`config.mk`:
```
export PLATFORM = sky130hd
export DESIGN_NAME = sktab_ctrl
export DESIGN_NICKNAME = d
export VERILOG_FILES = /design/src/rtl/sktab_pkg.sv /design/src/rtl/sktab_ctrl.sv
export SDC_FILE = /design/constraint.sdc
export NUM_CORES = 1
export LEC_CHECK = 0
export ABC_AREA = 1
export BUFFER_PORTS_ARGS = -buffer_cell sky130_fd_sc_hd__buf_2
export CORE_AREA = 2 2 39 41
export DETAILED_ROUTE_END_ITERATION = 8
export DIE_AREA = 0 0 41 43
export GPL_TIMING_DRIVEN = 0
export PLACE_DENSITY_LB_ADDON = 0.3
export SYNTH_ARGS = -nofsm -noshare
export SYNTH_HDL_FRONTEND = slang
export SYNTH_SLANG_ARGS = --single-unit
```
`constraint.sdc`:
```
create_clock -name i_clk -period 3 [get_ports i_clk]
set_clock_uncertainty 0.05 [all_clocks]
set_input_delay 0.3 -clock i_clk [delete_from_list [all_inputs] [get_ports i_clk]]
set_output_delay 0.3 -clock i_clk [all_outputs]
set_load 0.02 [all_outputs]
```
`src/rtl/sktab_pkg.sv`:
```
// ----------------------------------------------------------------------------
// sktab_pkg
// Shared types and constants of the sorted key table: item codes, result
// codes, controller states and the command and status bundles between the
// controller and the datapath.
// ----------------------------------------------------------------------------
`default_nettype none

package sktab_pkg;

    localparam int DEF_CAPACITY = 256;
    localparam int KIND_W       = 2;
    localparam int KEY_W        = 32;
    localparam int VAL_W        = 32;
    localparam int POS_W        = 9;

    // Item codes. The fourth code behaves as a lookup.
    localparam logic [KIND_W-1:0] KIND_LOOKUP = 2'd0;
    localparam logic [KIND_W-1:0] KIND_INSERT = 2'd1;
    localparam logic [KIND_W-1:0] KIND_CLEAR  = 2'd2;

    typedef enum logic [1:0] {
        ST_OK   = 2'd0,
        ST_MISS = 2'd1,
        ST_DUP  = 2'd2,
        ST_FULL = 2'd3
    } t_status;

    typedef enum logic [2:0] {
        S_IDLE,
        S_SRCH_RD,
        S_SRCH_CMP,
        S_DECIDE,
        S_SHIFT,
        S_WRITE,
        S_CLEAR,
        S_EMIT
    } t_state;

    typedef struct packed {
        logic    load;      // capture the item and start the search window
        logic    srch_rd;   // read the middle entry of the window
        logic    srch_cmp;  // narrow the window with the entry just read
        logic    decide;    // latch the hit flag and set up the shift
        logic    shift;     // move one entry up a place
        logic    write;     // write the new pair and bump the count
        logic    clear;     // empty the table
        logic    out_load;  // load the result register
        t_status res;       // result code to load
    } t_dp_cmd;

    typedef struct packed {
        logic lo_lt_hi;     // search window not yet empty
        logic hit;          // key found at the insertion point
        logic full;         // table holds its capacity
        logic shift_more;   // entries still to move up
    } t_dp_sts;

endpackage

`default_nettype wire

```
`src/rtl/sktab_ctrl.sv`:
```
// ----------------------------------------------------------------------------
// sktab_ctrl
// Controller of the sorted key table: sequences the search, the upward
// shift of entries on insert and the hand-over to the result register.
// ----------------------------------------------------------------------------
`default_nettype none

module sktab_ctrl (
    input  wire logic                           i_clk,
    input  wire logic                           i_rst_n,
    input  wire logic                           i_in_valid,
    output logic                                o_in_ready,
    input  wire logic [sktab_pkg::KIND_W-1:0]   i_kind,
    output logic                                o_out_valid,
    input  wire logic                           i_out_ready,
    output sktab_pkg::t_dp_cmd                  o_cmd,
    input  wire sktab_pkg::t_dp_sts             i_sts
);
    import sktab_pkg::*;

    t_state  r_state;
    t_state  n_state;
    t_status r_res;
    t_status n_res;
    logic    r_is_insert;
    logic    r_out_valid;
    logic    accept;
    logic    slot_free;

    assign accept    = i_in_valid && (r_state == S_IDLE);
    assign slot_free = !r_out_valid || i_out_ready;

    always_comb begin
        n_state = r_state;
        case (r_state)
            S_IDLE: begin
                if (i_in_valid) begin
                    n_state = (i_kind == KIND_CLEAR) ? S_CLEAR : S_SRCH_RD;
                end
            end
            S_SRCH_RD: begin
                n_state = i_sts.lo_lt_hi ? S_SRCH_CMP : S_DECIDE;
            end
            S_SRCH_CMP: begin
                n_state = S_SRCH_RD;
            end
            S_DECIDE: begin
                if (r_is_insert && !i_sts.hit && !i_sts.full) begin
                    n_state = S_SHIFT;
                end else begin
                    n_state = S_EMIT;
                end
            end
            S_SHIFT: begin
                if (!i_sts.shift_more) begin
                    n_state = S_WRITE;
                end
            end
            S_WRITE: begin
                n_state = S_EMIT;
            end
            S_CLEAR: begin
                n_state = S_EMIT;
            end
            S_EMIT: begin
                if (slot_free) begin
                    n_state = S_IDLE;
                end
            end
            default: begin
                n_state = S_IDLE;
            end
        endcase
    end

    always_comb begin
        n_res = r_res;
        case (r_state)
            S_DECIDE: begin
                if (r_is_insert) begin
                    if (i_sts.hit) begin
                        n_res = ST_DUP;
                    end else if (i_sts.full) begin
                        n_res = ST_FULL;
                    end else begin
                        n_res = ST_OK;
                    end
                end else begin
                    n_res = i_sts.hit ? ST_OK : ST_MISS;
                end
            end
            S_CLEAR: begin
                n_res = ST_OK;
            end
            default: begin
                n_res = r_res;
            end
        endcase
    end

    always_comb begin
        o_cmd     = '0;
        o_cmd.res = r_res;
        case (r_state)
            S_IDLE: begin
                o_cmd.load = i_in_valid;
            end
            S_SRCH_RD: begin
                o_cmd.srch_rd = i_sts.lo_lt_hi;
            end
            S_SRCH_CMP: begin
                o_cmd.srch_cmp = 1'b1;
            end
            S_DECIDE: begin
                o_cmd.decide = 1'b1;
            end
            S_SHIFT: begin
                o_cmd.shift = 1'b1;
            end
            S_WRITE: begin
                o_cmd.write = 1'b1;
            end
            S_CLEAR: begin
                o_cmd.clear = 1'b1;
            end
            S_EMIT: begin
                o_cmd.out_load = slot_free;
            end
            default: begin
                o_cmd = '0;
            end
        endcase
    end

    always_ff @(posedge i_clk) begin
        if (!i_rst_n) begin
            r_state     <= S_IDLE;
            r_res       <= ST_OK;
            r_out_valid <= 1'b0;
        end else begin
            r_state <= n_state;
            r_res   <= n_res;
            if (o_cmd.out_load) begin
                r_out_valid <= 1'b1;
            end else if (i_out_ready) begin
                r_out_valid <= 1'b0;
            end
        end
    end

    always_ff @(posedge i_clk) begin
        if (accept) begin
            r_is_insert <= (i_kind == KIND_INSERT);
        end
    end

    assign o_in_ready  = (r_state == S_IDLE);
    assign o_out_valid = r_out_valid;

`ifndef SYNTH
    a_load_shows: assert property (@(posedge i_clk) disable iff (!i_rst_n)
        o_cmd.out_load |=> r_out_valid)
        else $error("result loaded but not presented");

    a_no_shift_on_hit: assert property (@(posedge i_clk) disable iff (!i_rst_n)
        (r_state == S_DECIDE && i_sts.hit) |=> (r_state == S_EMIT))
        else $error("table changed after a key was found");

    a_write_after_shift: assert property (@(posedge i_clk) disable iff (!i_rst_n)
        o_cmd.write |-> $past(r_state) == S_SHIFT)
        else $error("entry written without the shift before it");
`endif

endmodule

`default_nettype wire

```
==> flow_metrics.env <==
export IMPL_crit_family="simple AND/OR/NAND/NOR gates"
export IMPL_grt_util_met3=0.0471
export IMPL_first_global_vias=402
export IMPL_drt_total_wl_um=961
export IMPL_cts_hold_buf=0
export IMPL_ys_types=21
export IMPL_fin_setup_tns_ns=0
export IMPL_cap_violations=0
export IMPL_port_buffers=21
export IMPL_htree_levels=1
export IMPL_crit_type="reg -> out"
export IMPL_cts_setup_buffers=0
export IMPL_p_leak_nw=0.339
export IMPL_drt_iter0_drc=9
export IMPL_slowest_stage="dfxtp_1"
export IMPL_dr_pass1_iters=4
export IMPL_nNetsFinal=105
export IMPL_clockBufferDepth=2
export IMPL_start_util=0.337
export IMPL_clkLatencyLatePin_ns=0.25
export IMPL_setup_viol=0
export IMPL_row_count=14
export IMPL_slew_headroom=0.835
export IMPL_coreArea_um2=1380
export IMPL_clock_sinks=7
export IMPL_ys_ff_latch=7
export IMPL_grt_busiest_layer="met1"
export IMPL_die_area_um2=1760
export IMPL_grt_pass1_wl_um=1610
export IMPL_vias=503
export IMPL_use_met1=0.185
export IMPL_antenna_cells=0
export IMPL_ctsResizeCount=0
export IMPL_required_ns=2.65
export IMPL_die_x_um=41
export IMPL_start_kind="flip-flop"
export IMPL_mostFrequentLayoutCells="22 x buf_2, 13 x inv_1, 9 x nand2_1"
export IMPL_final_antenna_net_count=0
export IMPL_gr_usage_met2=0.181
export IMPL_ir_drop_v=0.000390
export IMPL_cts_tree="done"
export IMPL_syn2layout_area_growth_pct=32.4
export IMPL_cp_slowest_stage_delay_ns=0.37
export IMPL_path_max_fanout=7
export IMPL_dp_hpwl_um=775
export IMPL_yosysWarningCount=0
export IMPL_fin_util=0.447
export IMPL_synth_cells=69
export IMPL_numCtsBuffers=3
export IMPL_antenna_found_initial=0
export IMPL_clk_pin_slew_worst_paths_ns=0.05
export IMPL_fin_crit_sh=0.576
export IMPL_drive_gt1_frac=0.404
export IMPL_arrival_ns=1.38
export IMPL_powerDensity_nw_per_um2=875
export IMPL_worst_slew_pin_slew_ns=0.247
export IMPL_cts_root_buf="clkbuf_4"
export IMPL_path_cells="nor2_2, nand2_1, nor2_1, buf_4, buf_2"
export IMPL_outcome="finished clean"
export IMPL_overflow=0
export IMPL_grt_max_degree=10
export IMPL_synth_area_per_cell_um2=6.76
export IMPL_routabilityCongestion=0.776
export IMPL_io_pins=22
export IMPL_hold_path_class="in -> reg"
export IMPL_hold_viol=0
export IMPL_synth_seq_area_share=0.322
export IMPL_drc=0
export IMPL_routed_via_density=4.57
export IMPL_fmax_mhz=578
export IMPL_path_buf_inv=2
export IMPL_end_kind="output port"
export IMPL_report_final_slew_viol_count=0
export IMPL_die_h_um=43
export IMPL_syn_area_um2=467
export IMPL_rsz0062_at_grt="no"
export IMPL_wl_per_cell_um=8.74
export IMPL_syn_num_nets=79
export IMPL_fillers=149
export IMPL_final_common_cell="buf_2"
export IMPL_grt_use_total=0.137
export IMPL_fin_crit_ns=1.73
worst reg2reg max path, stage by stage, from the launching register on:
cell     delay, ns
dfxtp_1       0.30
buf_2         0.22
inv_4         0.08
nor2_2        0.16
nand2_2       0.09
nand3_2       0.07
nor2_2        0.05
nand2_1       0.07
a21oi_2       0.05
flip-flops by register name, summed over array words and instances (netlist names):
name         count
r_res            2
r_state          3
r_is_insert      1
o_out_valid      1
final timing paths:
path | start | end | slack [ns] | depth (start not counted)
setup / recovery | r_state[1]$_SDFFE_PN0P_ | o_cmd[9] | 1.27 | 5
hold / removal | i_rst_n | o_out_valid$_SDFFE_PN0P_ | 0.26 | 2
setup reg to reg | r_state[2]$_SDFFE_PN0P_ | r_state[0]$_SDFFE_PN0P_ | 1.74 | 8
hold reg to reg | r_res[0]$_SDFFE_PN0P_ | r_res[0]$_SDFFE_PN0P_ | 0.41 | 2
report_power, final:
part           total, mW  switching (mW)  internal [mW]
registers          0.142          0.0211          0.121
logic              0.312           0.206          0.106
clock network     0.0866          0.0358         0.0508
synth_stat cells (all sizes together):
| library cell | count | share of area |
|---|---|---|
| and2 | 1 | 0.013 |
| o21a | 1 | 0.016 |
| buf | 2 | 0.027 |
| a21oi | 5 | 0.070 |
| edfxtp | 1 | 0.064 |
| nand2 | 11 | 0.099 |
| nand3 | 8 | 0.11 |
| inv | 14 | 0.12 |
| o211ai | 1 | 0.016 |
| nor2 | 12 | 0.13 |
| nor3 | 2 | 0.021 |
| dfxtp | 6 | 0.26 |
| o21ai | 5 | 0.062 |
area by class of cell:
class / instances / area [µm²] / share of cell area
Multi-Input combinational cell: 46 / 249 / 0.403
Buffer: 2 / 12.5 / 0.0202
Timing Repair Buffer: 21 / 105 / 0.170
Inverter: 14 / 55.1 / 0.0891
Tap cell: 16 / 20.0 / 0.0324
Sequential cell: 7 / 150 / 0.243
Clock buffer: 4 / 26.3 / 0.0425
kinds of logic after synthesis:
| group | synth area share |
|---|---|
| AO/OA/AOI/OAI | 0.164 |
| buffers and inverters | 0.145 |
| flip-flops | 0.322 |
| AND/OR/NAND/NOR | 0.370 |
per-layer routing:
metal  part of all wire  wire, µm  vias to the layer above
met5                  0         0                        -
met4              0.028        27                        0
met3              0.068        65                        5
met2               0.44       420                       13
met1               0.47       448                      217
li1                   -         -                      268
through the flow:
step           power, mW  worst slack, ns  cells  hold WS, ns  cell area [µm²]
6_report           0.541             1.27    110        0.257              618
5_1_grt            0.589             1.18    110        0.281              618
4_1_cts            0.547             1.26    110        0.252              618
3_5_place_dp       0.457             1.54    106        0.401              592
3_3_place_gp       0.454             1.56    106        0.399              592
2_1_floorplan      0.382             1.61     69        0.368              467
Note: power is estimated with default switching activity, not from simulation.
